===== src/design/rpp_pkg.sv =====
`default_nettype none
package rpp_pkg;

    // Fixed formats
    localparam int FRAC_BITS  = 12;
    localparam int COORD_W    = 16;
    localparam int SINE_DEPTH = 256;
    localparam int SINE_IDX_W = 8;
    localparam int TRIG_W     = 16;
    localparam int TRIG_SHIFT = 14;
    localparam int PHASE_W    = 16;
    localparam int OFFS_W     = 15;
    localparam int CFG_IDX_W  = 2;
    localparam int CFG_DATA_W = 16;
    localparam int ACC_W      = 32;
    localparam int R_W        = 20;
    localparam int NUM_W      = 31;
    localparam int DEN_W      = 31;
    localparam int DVD_W      = 44;
    localparam int Q_W        = 45;
    localparam int CNT_W      = 6;

    // Configuration register indexes
    localparam logic [CFG_IDX_W-1:0] CFG_ANGLE_STEP = 2'd0;
    localparam logic [CFG_IDX_W-1:0] CFG_W_OFFSET   = 2'd1;
    localparam logic [CFG_IDX_W-1:0] CFG_Z_OFFSET   = 2'd2;

    typedef enum logic [1:0] {
        FAULT_OK    = 2'd0,
        FAULT_DENOM = 2'd1,
        FAULT_SAT   = 2'd2
    } fault_t;

    typedef enum logic [2:0] {
        B_IDLE,
        B_TRIG,
        B_MAC,
        B_OFFS,
        B_DIV_GO,
        B_DIV_WAIT,
        B_ZCHK,
        B_OUT
    } back_state_t;

    typedef struct packed {
        logic [PHASE_W-1:0]        phase;
        logic signed [COORD_W-1:0] x;
        logic signed [COORD_W-1:0] y;
        logic signed [COORD_W-1:0] z;
        logic signed [COORD_W-1:0] w;
    } rpp_item_t;

    typedef struct packed {
        logic                    start;
        logic signed [NUM_W-1:0] num;
        logic [DEN_W-1:0]        den;
    } div_req_t;

    typedef struct packed {
        logic                  done;
        logic signed [Q_W-1:0] quo;
    } div_rsp_t;

    typedef logic signed [TRIG_W-1:0] sine_rom_t [SINE_DEPTH];

    // sin(pi/2*u), u and result in Q30
    function automatic logic [63:0] quarter_sine(input logic [63:0] u);
        logic [63:0] u2;
        logic [63:0] r;
        u2 = (u * u) >> 30;
        r  = 64'd172272;
        r  = 64'd5026995 - ((u2 * r) >> 30);
        r  = 64'd85569306 - ((u2 * r) >> 30);
        r  = 64'd693598668 - ((u2 * r) >> 30);
        r  = 64'd1686629713 - ((u2 * r) >> 30);
        return (u * r) >> 30;
    endfunction

    function automatic sine_rom_t build_rom();
        sine_rom_t   t;
        logic [63:0] four;
        logic [63:0] quad;
        logic [63:0] rem;
        logic [63:0] u;
        logic [63:0] s;
        for (int k = 0; k < SINE_DEPTH; k++) begin
            four = 64'(k) * 64'd4;
            quad = four / SINE_DEPTH;
            rem  = four - quad * SINE_DEPTH;
            if (quad[0])
                rem = 64'(SINE_DEPTH) - rem;
            u = (rem << 30) / SINE_DEPTH;
            s = (quarter_sine(u) + 64'd32768) >> 16;
            if (s > 64'd16384)
                s = 64'd16384;
            t[k] = (quad >= 64'd2) ? -$signed(s[TRIG_W-1:0]) : $signed(s[TRIG_W-1:0]);
        end
        return t;
    endfunction

    localparam sine_rom_t SINE_ROM = build_rom();

    // Drop TRIG_SHIFT bits, round to nearest, ties away from zero
    function automatic logic signed [R_W-1:0] round_trig(input logic signed [ACC_W-1:0] v);
        logic [ACC_W-1:0] mag;
        logic [ACC_W-1:0] m;
        logic [R_W-1:0]   mt;
        mag = v[ACC_W-1] ? ACC_W'(-v) : ACC_W'(v);
        m   = (mag + (ACC_W'(1) << (TRIG_SHIFT - 1))) >> TRIG_SHIFT;
        mt  = m[R_W-1:0];
        return v[ACC_W-1] ? $signed(-mt) : $signed(mt);
    endfunction

endpackage
`default_nettype wire


===== src/design/rpp_front.sv =====
`default_nettype none
module rpp_front (
    input  wire logic                          clk,
    input  wire logic                          rst_n,
    input  wire logic                          in_valid,
    output logic                               in_ready,
    input  wire logic                          action,
    input  wire logic signed [rpp_pkg::COORD_W-1:0] px,
    input  wire logic signed [rpp_pkg::COORD_W-1:0] py,
    input  wire logic signed [rpp_pkg::COORD_W-1:0] pz,
    input  wire logic signed [rpp_pkg::COORD_W-1:0] pw,
    input  wire logic [rpp_pkg::PHASE_W-1:0]   angle_step,
    input  wire logic                          q_full,
    output logic                               push,
    output rpp_pkg::rpp_item_t                 push_item
);
    import rpp_pkg::*;

    logic [PHASE_W-1:0] phase_reg;
    logic [PHASE_W-1:0] phase_next;
    logic               accept;

    assign in_ready = !q_full;
    assign accept   = in_valid && in_ready;
    assign push     = accept && !action;

    // Point transactions carry the phase they were accepted under
    assign push_item = '{phase: phase_reg, x: px, y: py, z: pz, w: pw};

    // Tick transactions step the phase backward, wrapping at one turn
    always_comb
    begin
        phase_next = phase_reg;
        if (accept && action)
            phase_next = phase_reg - angle_step;
    end

    always_ff @(posedge clk or negedge rst_n)
    begin
        if (!rst_n)
            phase_reg <= '0;
        else
            phase_reg <= phase_next;
    end

endmodule
`default_nettype wire


===== src/design/rpp_fifo.sv =====
`default_nettype none
module rpp_fifo (
    input  wire logic               clk,
    input  wire logic               rst_n,
    input  wire logic               push,
    input  rpp_pkg::rpp_item_t      push_item,
    input  wire logic               pop,
    output logic                    full,
    output logic                    empty,
    output rpp_pkg::rpp_item_t      head
);
    import rpp_pkg::*;

    rpp_item_t  mem [2];
    logic       wr_ptr_reg;
    logic       wr_ptr_next;
    logic       rd_ptr_reg;
    logic       rd_ptr_next;
    logic [1:0] count_reg;
    logic [1:0] count_next;

    assign full  = (count_reg == 2'd2);
    assign empty = (count_reg == 2'd0);
    assign head  = mem[rd_ptr_reg];

    // Pointer and occupancy update
    always_comb
    begin
        wr_ptr_next = wr_ptr_reg ^ push;
        rd_ptr_next = rd_ptr_reg ^ pop;
        count_next  = count_reg + {1'b0, push} - {1'b0, pop};
    end

    always_ff @(posedge clk or negedge rst_n)
    begin
        if (!rst_n)
        begin
            wr_ptr_reg <= 1'b0;
            rd_ptr_reg <= 1'b0;
            count_reg  <= 2'd0;
        end
        else
        begin
            wr_ptr_reg <= wr_ptr_next;
            rd_ptr_reg <= rd_ptr_next;
            count_reg  <= count_next;
        end
    end

    // Entry storage
    always_ff @(posedge clk)
    begin
        if (push)
            mem[wr_ptr_reg] <= push_item;
    end

endmodule
`default_nettype wire


===== src/design/rpp_div.sv =====
`default_nettype none
module rpp_div (
    input  wire logic          clk,
    input  wire logic          rst_n,
    input  rpp_pkg::div_req_t  req,
    output rpp_pkg::div_rsp_t  rsp
);
    import rpp_pkg::*;

    logic [DVD_W-1:0] dvd_reg;
    logic [DVD_W-1:0] dvd_next;
    logic [DEN_W-1:0] rem_reg;
    logic [DEN_W-1:0] rem_next;
    logic [DEN_W-1:0] den_reg;
    logic [DEN_W-1:0] den_next;
    logic [CNT_W-1:0] cnt_reg;
    logic [CNT_W-1:0] cnt_next;
    logic             neg_reg;
    logic             neg_next;
    logic             busy_reg;
    logic             busy_next;
    logic             done_reg;
    logic             done_next;
    logic [NUM_W-1:0] mag;
    logic [DEN_W:0]   shifted;
    logic             ge;
    logic [DEN_W:0]   diff;

    assign mag     = req.num[NUM_W-1] ? NUM_W'(-req.num) : NUM_W'(req.num);
    assign shifted = {rem_reg, dvd_reg[DVD_W-1]};
    assign ge      = (shifted >= {1'b0, den_reg});
    assign diff    = shifted - {1'b0, den_reg};

    assign rsp.done = done_reg;
    assign rsp.quo  = neg_reg ? -$signed({1'b0, dvd_reg}) : $signed({1'b0, dvd_reg});

    // Restoring division, one quotient bit per cycle; dividend carries the rounding bias
    always_comb
    begin
        dvd_next  = dvd_reg;
        rem_next  = rem_reg;
        den_next  = den_reg;
        cnt_next  = cnt_reg;
        neg_next  = neg_reg;
        busy_next = busy_reg;
        done_next = 1'b0;
        if (req.start)
        begin
            dvd_next  = (DVD_W'(mag) << FRAC_BITS) + DVD_W'(req.den >> 1);
            rem_next  = '0;
            den_next  = req.den;
            cnt_next  = '0;
            neg_next  = req.num[NUM_W-1];
            busy_next = 1'b1;
        end
        else if (busy_reg)
        begin
            rem_next = ge ? diff[DEN_W-1:0] : shifted[DEN_W-1:0];
            dvd_next = {dvd_reg[DVD_W-2:0], ge};
            cnt_next = cnt_reg + 1'b1;
            if (cnt_reg == CNT_W'(DVD_W - 1))
            begin
                busy_next = 1'b0;
                done_next = 1'b1;
            end
        end
    end

    always_ff @(posedge clk or negedge rst_n)
    begin
        if (!rst_n)
        begin
            busy_reg <= 1'b0;
            done_reg <= 1'b0;
        end
        else
        begin
            busy_reg <= busy_next;
            done_reg <= done_next;
        end
    end

    always_ff @(posedge clk)
    begin
        dvd_reg <= dvd_next;
        rem_reg <= rem_next;
        den_reg <= den_next;
        cnt_reg <= cnt_next;
        neg_reg <= neg_next;
    end

endmodule
`default_nettype wire


===== src/design/rpp_back.sv =====
`default_nettype none
module rpp_back (
    input  wire logic                               clk,
    input  wire logic                               rst_n,
    input  wire logic                               q_empty,
    input  rpp_pkg::rpp_item_t                      head,
    output logic                                    pop,
    input  wire logic [rpp_pkg::OFFS_W-1:0]         w_offset,
    input  wire logic [rpp_pkg::OFFS_W-1:0]         z_offset,
    output rpp_pkg::div_req_t                       div_req,
    input  rpp_pkg::div_rsp_t                       div_rsp,
    output logic                                    out_valid,
    input  wire logic                               out_ready,
    output logic signed [rpp_pkg::COORD_W-1:0]      screen_x,
    output logic signed [rpp_pkg::COORD_W-1:0]      screen_y,
    output logic [1:0]                              fault
);
    import rpp_pkg::*;

    localparam logic signed [Q_W-1:0] Q_MAX = Q_W'((64'sd1 <<< (COORD_W - 1)) - 64'sd1);
    localparam logic signed [Q_W-1:0] Q_MIN = -Q_MAX - Q_W'(1);

    back_state_t               state_reg, state_next;
    rpp_item_t                 item_reg, item_next;
    logic signed [TRIG_W-1:0]  s_reg, s_next;
    logic signed [TRIG_W-1:0]  c_reg, c_next;
    logic [2:0]                k_reg, k_next;
    logic signed [ACC_W-1:0]   acc_reg, acc_next;
    logic signed [R_W-1:0]     r_reg [4];
    logic signed [R_W-1:0]     r_next [4];
    logic [2:0]                dsel_reg, dsel_next;
    logic signed [NUM_W-1:0]   x1_reg, x1_next;
    logic signed [NUM_W-1:0]   y1_reg, y1_next;
    logic signed [NUM_W-1:0]   z1_reg, z1_next;
    logic signed [COORD_W-1:0] sx_reg, sx_next;
    logic signed [COORD_W-1:0] sy_reg, sy_next;
    fault_t                    flt_reg, flt_next;
    logic                      sat_reg, sat_next;
    logic                      out_valid_reg, out_valid_next;
    logic signed [COORD_W-1:0] out_x_reg, out_x_next;
    logic signed [COORD_W-1:0] out_y_reg, out_y_next;
    fault_t                    out_flt_reg, out_flt_next;

    logic [PHASE_W-1:0]        cos_phase;
    logic signed [TRIG_W-1:0]  coef;
    logic signed [COORD_W-1:0] coord;
    logic signed [ACC_W-1:0]   prod;
    logic signed [R_W-1:0]     rw_sum;
    logic                      out_free;
    logic                      q_sat;
    logic signed [COORD_W-1:0] q_clamp;

    // Multiply-accumulate operand select: eight products, four rotated sums
    assign coef  = (k_reg[0] ^ k_reg[1]) ? s_reg : c_reg;
    assign coord = k_reg[2] ? (k_reg[0] ? item_reg.w : item_reg.y)
                            : (k_reg[0] ? item_reg.z : item_reg.x);
    assign prod  = ACC_W'(coef) * ACC_W'(coord);

    assign cos_phase = item_reg.phase + PHASE_W'(1 << (PHASE_W - 2));
    assign rw_sum    = r_reg[3] + R_W'(w_offset);
    assign out_free  = !out_valid_reg || out_ready;

    // Final quotient clamp
    assign q_sat   = (div_rsp.quo > Q_MAX) || (div_rsp.quo < Q_MIN);
    assign q_clamp = (div_rsp.quo > Q_MAX) ? Q_MAX[COORD_W-1:0] :
                     (div_rsp.quo < Q_MIN) ? Q_MIN[COORD_W-1:0] : div_rsp.quo[COORD_W-1:0];

    assign out_valid = out_valid_reg;
    assign screen_x  = out_x_reg;
    assign screen_y  = out_y_reg;
    assign fault     = out_flt_reg;

    // Next state
    always_comb
    begin
        state_next = state_reg;
        case (state_reg)
            B_IDLE:     if (!q_empty) state_next = B_TRIG;
            B_TRIG:     state_next = B_MAC;
            B_MAC:      if (k_reg == 3'd7) state_next = B_OFFS;
            B_OFFS:     state_next = (rw_sum <= 0) ? B_OUT : B_DIV_GO;
            B_DIV_GO:   state_next = B_DIV_WAIT;
            B_DIV_WAIT:
                if (div_rsp.done)
                begin
                    if (dsel_reg == 3'd2)
                        state_next = B_ZCHK;
                    else if (dsel_reg == 3'd4)
                        state_next = B_OUT;
                    else
                        state_next = B_DIV_GO;
                end
            B_ZCHK:     state_next = (z1_reg <= 0) ? B_OUT : B_DIV_GO;
            B_OUT:      if (out_free) state_next = B_IDLE;
            default:    state_next = B_IDLE;
        endcase
    end

    // Datapath and outputs
    always_comb
    begin
        item_next      = item_reg;
        s_next         = s_reg;
        c_next         = c_reg;
        k_next         = k_reg;
        acc_next       = acc_reg;
        r_next         = r_reg;
        dsel_next      = dsel_reg;
        x1_next        = x1_reg;
        y1_next        = y1_reg;
        z1_next        = z1_reg;
        sx_next        = sx_reg;
        sy_next        = sy_reg;
        flt_next       = flt_reg;
        sat_next       = sat_reg;
        out_valid_next = out_valid_reg && !out_ready;
        out_x_next     = out_x_reg;
        out_y_next     = out_y_reg;
        out_flt_next   = out_flt_reg;
        pop            = 1'b0;
        div_req        = '{start: 1'b0, num: '0, den: '0};
        case (state_reg)
            B_IDLE:
                if (!q_empty)
                begin
                    pop       = 1'b1;
                    item_next = head;
                    sat_next  = 1'b0;
                end
            B_TRIG:
            begin
                s_next = SINE_ROM[item_reg.phase[PHASE_W-1 -: SINE_IDX_W]];
                c_next = SINE_ROM[cos_phase[PHASE_W-1 -: SINE_IDX_W]];
                k_next = 3'd0;
            end
            B_MAC:
            begin
                if (k_reg[0] && !k_reg[1])
                    acc_next = acc_reg - prod;
                else if (k_reg[0])
                    acc_next = acc_reg + prod;
                else
                    acc_next = prod;
                if (k_reg[0])
                    r_next[k_reg[2:1]] = round_trig(acc_next);
                k_next = k_reg + 3'd1;
            end
            B_OFFS:
            begin
                r_next[3] = rw_sum;
                dsel_next = 3'd0;
                if (rw_sum <= 0)
                begin
                    sx_next  = '0;
                    sy_next  = '0;
                    flt_next = FAULT_DENOM;
                end
            end
            B_DIV_GO:
            begin
                div_req.start = 1'b1;
                case (dsel_reg)
                    3'd0:    div_req.num = NUM_W'(r_reg[0]);
                    3'd1:    div_req.num = NUM_W'(r_reg[2]);
                    3'd2:    div_req.num = NUM_W'(r_reg[1]);
                    3'd3:    div_req.num = x1_reg;
                    default: div_req.num = y1_reg;
                endcase
                div_req.den = (dsel_reg < 3'd3) ? DEN_W'(r_reg[3][R_W-2:0])
                                                : z1_reg[DEN_W-1:0];
            end
            B_DIV_WAIT:
                if (div_rsp.done)
                begin
                    case (dsel_reg)
                        3'd0:    x1_next = div_rsp.quo[NUM_W-1:0];
                        3'd1:    y1_next = div_rsp.quo[NUM_W-1:0];
                        3'd2:    z1_next = div_rsp.quo[NUM_W-1:0] + NUM_W'(z_offset);
                        3'd3:
                        begin
                            sx_next  = q_clamp;
                            sat_next = sat_reg || q_sat;
                        end
                        default:
                        begin
                            sy_next  = q_clamp;
                            sat_next = sat_reg || q_sat;
                            flt_next = (sat_reg || q_sat) ? FAULT_SAT : FAULT_OK;
                        end
                    endcase
                    dsel_next = dsel_reg + 3'd1;
                end
            B_ZCHK:
                if (z1_reg <= 0)
                begin
                    sx_next  = '0;
                    sy_next  = '0;
                    flt_next = FAULT_DENOM;
                end
            B_OUT:
                if (out_free)
                begin
                    out_valid_next = 1'b1;
                    out_x_next     = sx_reg;
                    out_y_next     = sy_reg;
                    out_flt_next   = flt_reg;
                end
            default: ;
        endcase
    end

    always_ff @(posedge clk or negedge rst_n)
    begin
        if (!rst_n)
        begin
            state_reg     <= B_IDLE;
            out_valid_reg <= 1'b0;
        end
        else
        begin
            state_reg     <= state_next;
            out_valid_reg <= out_valid_next;
        end
    end

    always_ff @(posedge clk)
    begin
        item_reg    <= item_next;
        s_reg       <= s_next;
        c_reg       <= c_next;
        k_reg       <= k_next;
        acc_reg     <= acc_next;
        r_reg       <= r_next;
        dsel_reg    <= dsel_next;
        x1_reg      <= x1_next;
        y1_reg      <= y1_next;
        z1_reg      <= z1_next;
        sx_reg      <= sx_next;
        sy_reg      <= sy_next;
        flt_reg     <= flt_next;
        sat_reg     <= sat_next;
        out_x_reg   <= out_x_next;
        out_y_reg   <= out_y_next;
        out_flt_reg <= out_flt_next;
    end

endmodule
`default_nettype wire


===== src/design/rotate_project_4d_point.sv =====
// 4D vertex rotation (xz and yw planes) followed by two perspective divides.
// Input channel in_valid/in_ready carries action, px, py, pz, pw (signed Q3.12).
// action 1 is a tick: angle phase steps back by angle_step, no result.
// action 0 is a point: one result transaction on out_valid/out_ready with
// screen_x, screen_y (signed Q3.12) and fault (0 ok, 1 bad denominator,
// 2 saturated).
// Config: cfg_we writes cfg_data to register cfg_index (0 angle_step,
// 1 w_offset, 2 z_offset) in the same cycle; write only while idle.
// Front end takes points into a two-entry queue and keeps the phase;
// each point carries the phase it arrived under. Back end runs the math.
// The back end takes a new point only when it is through with the last one;
// the 44-step serial divider runs five times per point (plus trig lookup and
// an 8-step multiply pass).
// A point rejected at the first denominator skips the divider.
// Ticks are accepted whenever the queue has room.
// Reset clears phase to 0, sets registers to 91 / 8192 / 24576, clears queue and out_valid.
// A stalled receiver holds the result register; the back end then waits and
// the queue fills, after which in_ready drops.
`default_nettype none
module rotate_project_4d_point (
    input  wire logic                                 clk,
    input  wire logic                                 rst_n,
    input  wire logic                                 in_valid,
    output logic                                      in_ready,
    input  wire logic                                 action,
    input  wire logic signed [rpp_pkg::COORD_W-1:0]   px,
    input  wire logic signed [rpp_pkg::COORD_W-1:0]   py,
    input  wire logic signed [rpp_pkg::COORD_W-1:0]   pz,
    input  wire logic signed [rpp_pkg::COORD_W-1:0]   pw,
    output logic                                      out_valid,
    input  wire logic                                 out_ready,
    output logic signed [rpp_pkg::COORD_W-1:0]        screen_x,
    output logic signed [rpp_pkg::COORD_W-1:0]        screen_y,
    output logic [1:0]                                fault,
    input  wire logic                                 cfg_we,
    input  wire logic [rpp_pkg::CFG_IDX_W-1:0]        cfg_index,
    input  wire logic [rpp_pkg::CFG_DATA_W-1:0]       cfg_data
);
    import rpp_pkg::*;

    logic [PHASE_W-1:0] angle_step_reg, angle_step_next;
    logic [OFFS_W-1:0]  w_offset_reg, w_offset_next;
    logic [OFFS_W-1:0]  z_offset_reg, z_offset_next;
    logic               q_full;
    logic               q_empty;
    logic               push;
    logic               pop;
    rpp_item_t          push_item;
    rpp_item_t          head;
    div_req_t           div_req;
    div_rsp_t           div_rsp;

    // Configuration registers
    always_comb
    begin
        angle_step_next = angle_step_reg;
        w_offset_next   = w_offset_reg;
        z_offset_next   = z_offset_reg;
        if (cfg_we)
        begin
            case (cfg_index)
                CFG_ANGLE_STEP: angle_step_next = cfg_data[PHASE_W-1:0];
                CFG_W_OFFSET:   w_offset_next   = cfg_data[OFFS_W-1:0];
                CFG_Z_OFFSET:   z_offset_next   = cfg_data[OFFS_W-1:0];
                default: ;
            endcase
        end
    end

    always_ff @(posedge clk or negedge rst_n)
    begin
        if (!rst_n)
        begin
            angle_step_reg <= PHASE_W'(91);
            w_offset_reg   <= OFFS_W'(8192);
            z_offset_reg   <= OFFS_W'(24576);
        end
        else
        begin
            angle_step_reg <= angle_step_next;
            w_offset_reg   <= w_offset_next;
            z_offset_reg   <= z_offset_next;
        end
    end

    rpp_front u_front (
        .clk        (clk),
        .rst_n      (rst_n),
        .in_valid   (in_valid),
        .in_ready   (in_ready),
        .action     (action),
        .px         (px),
        .py         (py),
        .pz         (pz),
        .pw         (pw),
        .angle_step (angle_step_reg),
        .q_full     (q_full),
        .push       (push),
        .push_item  (push_item)
    );

    rpp_fifo u_fifo (
        .clk       (clk),
        .rst_n     (rst_n),
        .push      (push),
        .push_item (push_item),
        .pop       (pop),
        .full      (q_full),
        .empty     (q_empty),
        .head      (head)
    );

    rpp_div u_div (
        .clk   (clk),
        .rst_n (rst_n),
        .req   (div_req),
        .rsp   (div_rsp)
    );

    rpp_back u_back (
        .clk       (clk),
        .rst_n     (rst_n),
        .q_empty   (q_empty),
        .head      (head),
        .pop       (pop),
        .w_offset  (w_offset_reg),
        .z_offset  (z_offset_reg),
        .div_req   (div_req),
        .div_rsp   (div_rsp),
        .out_valid (out_valid),
        .out_ready (out_ready),
        .screen_x  (screen_x),
        .screen_y  (screen_y),
        .fault     (fault)
    );

    // A result always carries a defined fault code
    a_fault_code: assert property (@(posedge clk) disable iff (!rst_n)
        out_valid |-> (fault == FAULT_OK || fault == FAULT_DENOM || fault == FAULT_SAT))
        else $error("undefined fault code on result");

    // A bad denominator returns the origin
    a_denom_zero: assert property (@(posedge clk) disable iff (!rst_n)
        (out_valid && fault == FAULT_DENOM) |-> (screen_x == '0 && screen_y == '0))
        else $error("denominator fault with nonzero coordinates");

    // Queue never pushed while full
    a_no_overflow: assert property (@(posedge clk) disable iff (!rst_n)
        q_full |-> !push)
        else $error("push into full queue");

endmodule
`default_nettype wire


===== config.mk =====
export PLATFORM = sky130hd
export DESIGN_NAME = rotate_project_4d_point
export DESIGN_NICKNAME = d
export VERILOG_FILES = /design/src/design/rpp_pkg.sv /design/src/design/rpp_front.sv /design/src/design/rpp_fifo.sv /design/src/design/rpp_div.sv /design/src/design/rpp_back.sv /design/src/design/rotate_project_4d_point.sv
export SDC_FILE = /design/constraint.sdc
export NUM_CORES = 2
export LEC_CHECK = 0
export BUFFER_PORTS_ARGS = -buffer_cell sky130_fd_sc_hd__buf_2
export CAP_MARGIN = 20
export CORE_ASPECT_RATIO = 0.8
export CORE_MARGIN = 2
export CORE_UTILIZATION = 40
export DETAILED_ROUTE_END_ITERATION = 8
export PLACE_DENSITY = 0.64
export RECOVER_POWER = 100
export SYNTH_ARGS = -nofsm -noshare
export SYNTH_HDL_FRONTEND = slang
export SYNTH_SLANG_ARGS = --single-unit

===== constraint.sdc =====
create_clock -name clk -period 32.3 [get_ports clk]
set_input_delay 1.615 -clock clk [delete_from_list [all_inputs] [get_ports clk]]
set_output_delay 1.615 -clock clk [all_outputs]
set_load 0.02 [all_outputs]

==> key figures <==
Run status
  • Failing checks: capacitance limit, slew limit
  • Outcome: complete, but fails checks

Global route
  • Pin count of the biggest net entering global routing: 155
  • Initial antenna violation count: 1
  • Tot GR Track Use: 0.224
  • Vias in the first global route: 39179
  • Global-route wire length before repair: 235000 µm
  • Grt ovf: 0

Clock network
  • CTS Buf Count: 81
  • Maximum clock path buffer count: 3
  • H-tree Lvls: 3
  • CTS tree: done
  • CTS clock-pin slew for the worst setup and hold paths: 0.06 ns
  • CTS Hold Bufs: 0
  • Clock latency on the worst-skew pair: 0.70 ns
  • Post-CTS resize count: 0
  • Root buffer cell: clkbuf_16
  • Sink Count: 713
  • Setup bufs post-CTS: 0

Timing
  • Slew Viols, Final: 1058
  • Worst Tran Pin Value: 4.59 ns
  • Final Hold Fails: 0
  • Unrepaired setup endpoints after global routing: false
  • Post-layout minimum cycle time: 18.90 ns
  • Final Setup Violations: 0
  • Total negative setup slack: 0 ns
  • Fin crit share: 0.585
  • Worst Skew: 0.0475 ns
  • Relative slew slack: -2.06
  • Max Fclk: 52.9 MHz

Placed design
  • RePlAce Congestion: 0.964
  • Port bufs: 123
  • Hpwl dp: 113000 µm

Routing
  • Initial DRC count: 4512
  • Vias per cell: 5.71
  • DRT Pass-1 Iters: 8
  • Detailed-route DRC error count: 0
  • Via count: 40949
  • Routed len/inst: 21.4 µm
  • Antenna Nets Post-Route: 0
  • Drt total wl: 153000 µm

Worst setup path
  • Worst path most repeated cell: fa_1
  • Slowest CP cell: clkbuf_1
  • CP Data Arrival Time: 19.29 ns
  • CP endpoint kind: register
  • Crit path required time: 32.69 ns
  • Startpoint class of the critical path: register
  • Critical Path Fanout Max: 44
  • Peak per-stage delay on the critical path: 1.90 ns
  • Critical path type: reg -> reg

Synth
  • Post-Synthesis Cells: 5348
  • Seq/Total Area, Yosys: 0.392
  • Number of flops mapped to enable cells by yosys: 604
  • Top post-synthesis cells by area: edfxtp_1 34%, fa_1 10%, ha_1 6.4%
  • Mapped Nets: 5976
  • Avg Synthesized Cell Area: 9.86 µm²
  • Synth unique cells: 111
  • Cell taking the most area after synthesis: edfxtp_1
  • Ys flop type: edfxtp_1
  • #FFs+latches synth: 713
  • Synthesized area: 52700 µm²
  • Post-synth top area share: 0.344
  • YS warnings: 0
  • Async SR Flop Fraction: 0.101

Floorplan
  • Core Area: 131000 µm²
  • Total die area: 135000 µm²
  • Cell Rows: 119
  • Die Wd: 410 µm
  • Ports: 124
  • Initial Util: 0.402
  • Die H: 329 µm

Final layout
  • Layout area overhead: 8.97%
  • Commonest cells after routing, fill and taps aside: 604 x edfxtp_1, 531 x inv_1, 527 x nand2_1, 433 x nor2_1, 348 x a21oi_1
  • Antenna cells: 0
  • Largest register FFs: 144
  • Fillers: 12386
  • Commonest non-fill, non-tap cell in the layout: edfxtp_1
  • Share of cells above drive strength 1: 0.0723
  • Fin nets: 5980

Job
  • Max-Cap Viols: 26

Hold path
  • Hold Path Class: reg -> reg
## Yosys cell counts (all sizes together) (17+ instances only)
master and n:
a22oi 45, and2 45, nor3b 17, mux2 141, ha 271, nand3 96
or3 19, o21bai 40, a41o 18, xnor2 194, o211ai 41, o31ai 37
o22ai 22, clkbuf 219, nor4 31, o21a 28, fa 269, mux2i 69
nor3 78, a21o 69, a311oi 20, a221oi 18, nand2b 59, nor2b 44
buf 54, edfxtp 604, nand2 527, or4 23, nand4 34, inv 533
dfrtp 64, and3 36, a31oi 58, a21oi 349, or2 19, a211oi 46
o21ai 336, dfxtp 37, o41ai 20, nor2 434, xor2 87
## cells by family (layout without fill, tap and decap cells)
family,Yosys count,after routing,synth area share
xor gates and xnor gates,281,281,0.0467
AOI/OAI and AO/OA,1285,1285,0.157
and+or+nand+nor,1495,1495,0.131
adders and majority gates,541,541,0.167
buffers and inverters,812,883,0.0584
DFF,713,713,0.392
muxes,221,221,0.0479
## worst max-delay path, delay by kind of cell, from the launching register on
kind            cells  cell delay, ns
compound gates     11            5.84
xor+xnor            2            0.43
fa+ha+maj           8            3.86
buf+inv             7            4.17
flops               1            0.52
mux                 2            0.64
simple gates        8            3.07
## layout make-up
cell class	instances	area, µm²	share of cell area
multi-input combinational	3823	28900	0.503
sequential	713	20700	0.360
clock buffer	108	2210	0.0385
tap	1754	2190	0.0382
inverter	539	2020	0.0352
timing repair buffer	194	942	0.0164
clock inverter	42	475	0.00828
## through the flow
step	instances	setup WS, ns	cell area (µm²)	hold slack [ns]	util
CTS	7171	17.62	57800	0.418	0.441
global route	7173	12.33	57500	0.428	0.438
global placement	7021	18.04	55100	0.401	0.420
detailed placement	7021	17.66	55100	0.405	0.420
floorplan	5348	17.71	52700	0.400	-
finish	7173	13.40	57500	0.415	0.438
## final timing paths
| kind | from | endpoint | slack [ns] | cells past startpoint |
|---|---|---|---|---|
| min in group asynchronous | rst_n | angle_step_reg[9] | 1.12 | 1 |
| max in group asynchronous | rst_n | u_div.busy_reg | 27.01 | 2 |
| setup / recovery | u_back.k_reg[2] | u_back.r_reg[16] | 13.40 | 38 |
| setup reg to reg | u_back.k_reg[2] | u_back.r_reg[16] | 13.40 | 38 |
| hold / removal | u_back.sy_reg[9] | u_back.screen_y[9] | 0.41 | 0 |
| hold reg to reg | u_back.sy_reg[9] | u_back.screen_y[9] | 0.41 | 0 |
## per-layer routing
metal  GRT usage  share of wire
met2       0.325           0.42
met3      0.0403          0.087
met5           0              0
met4      0.0610          0.028
met1       0.339           0.46
Power is not shown: default switching activity piles up to over one toggle a cycle in this logic, so the estimate is an artifact.
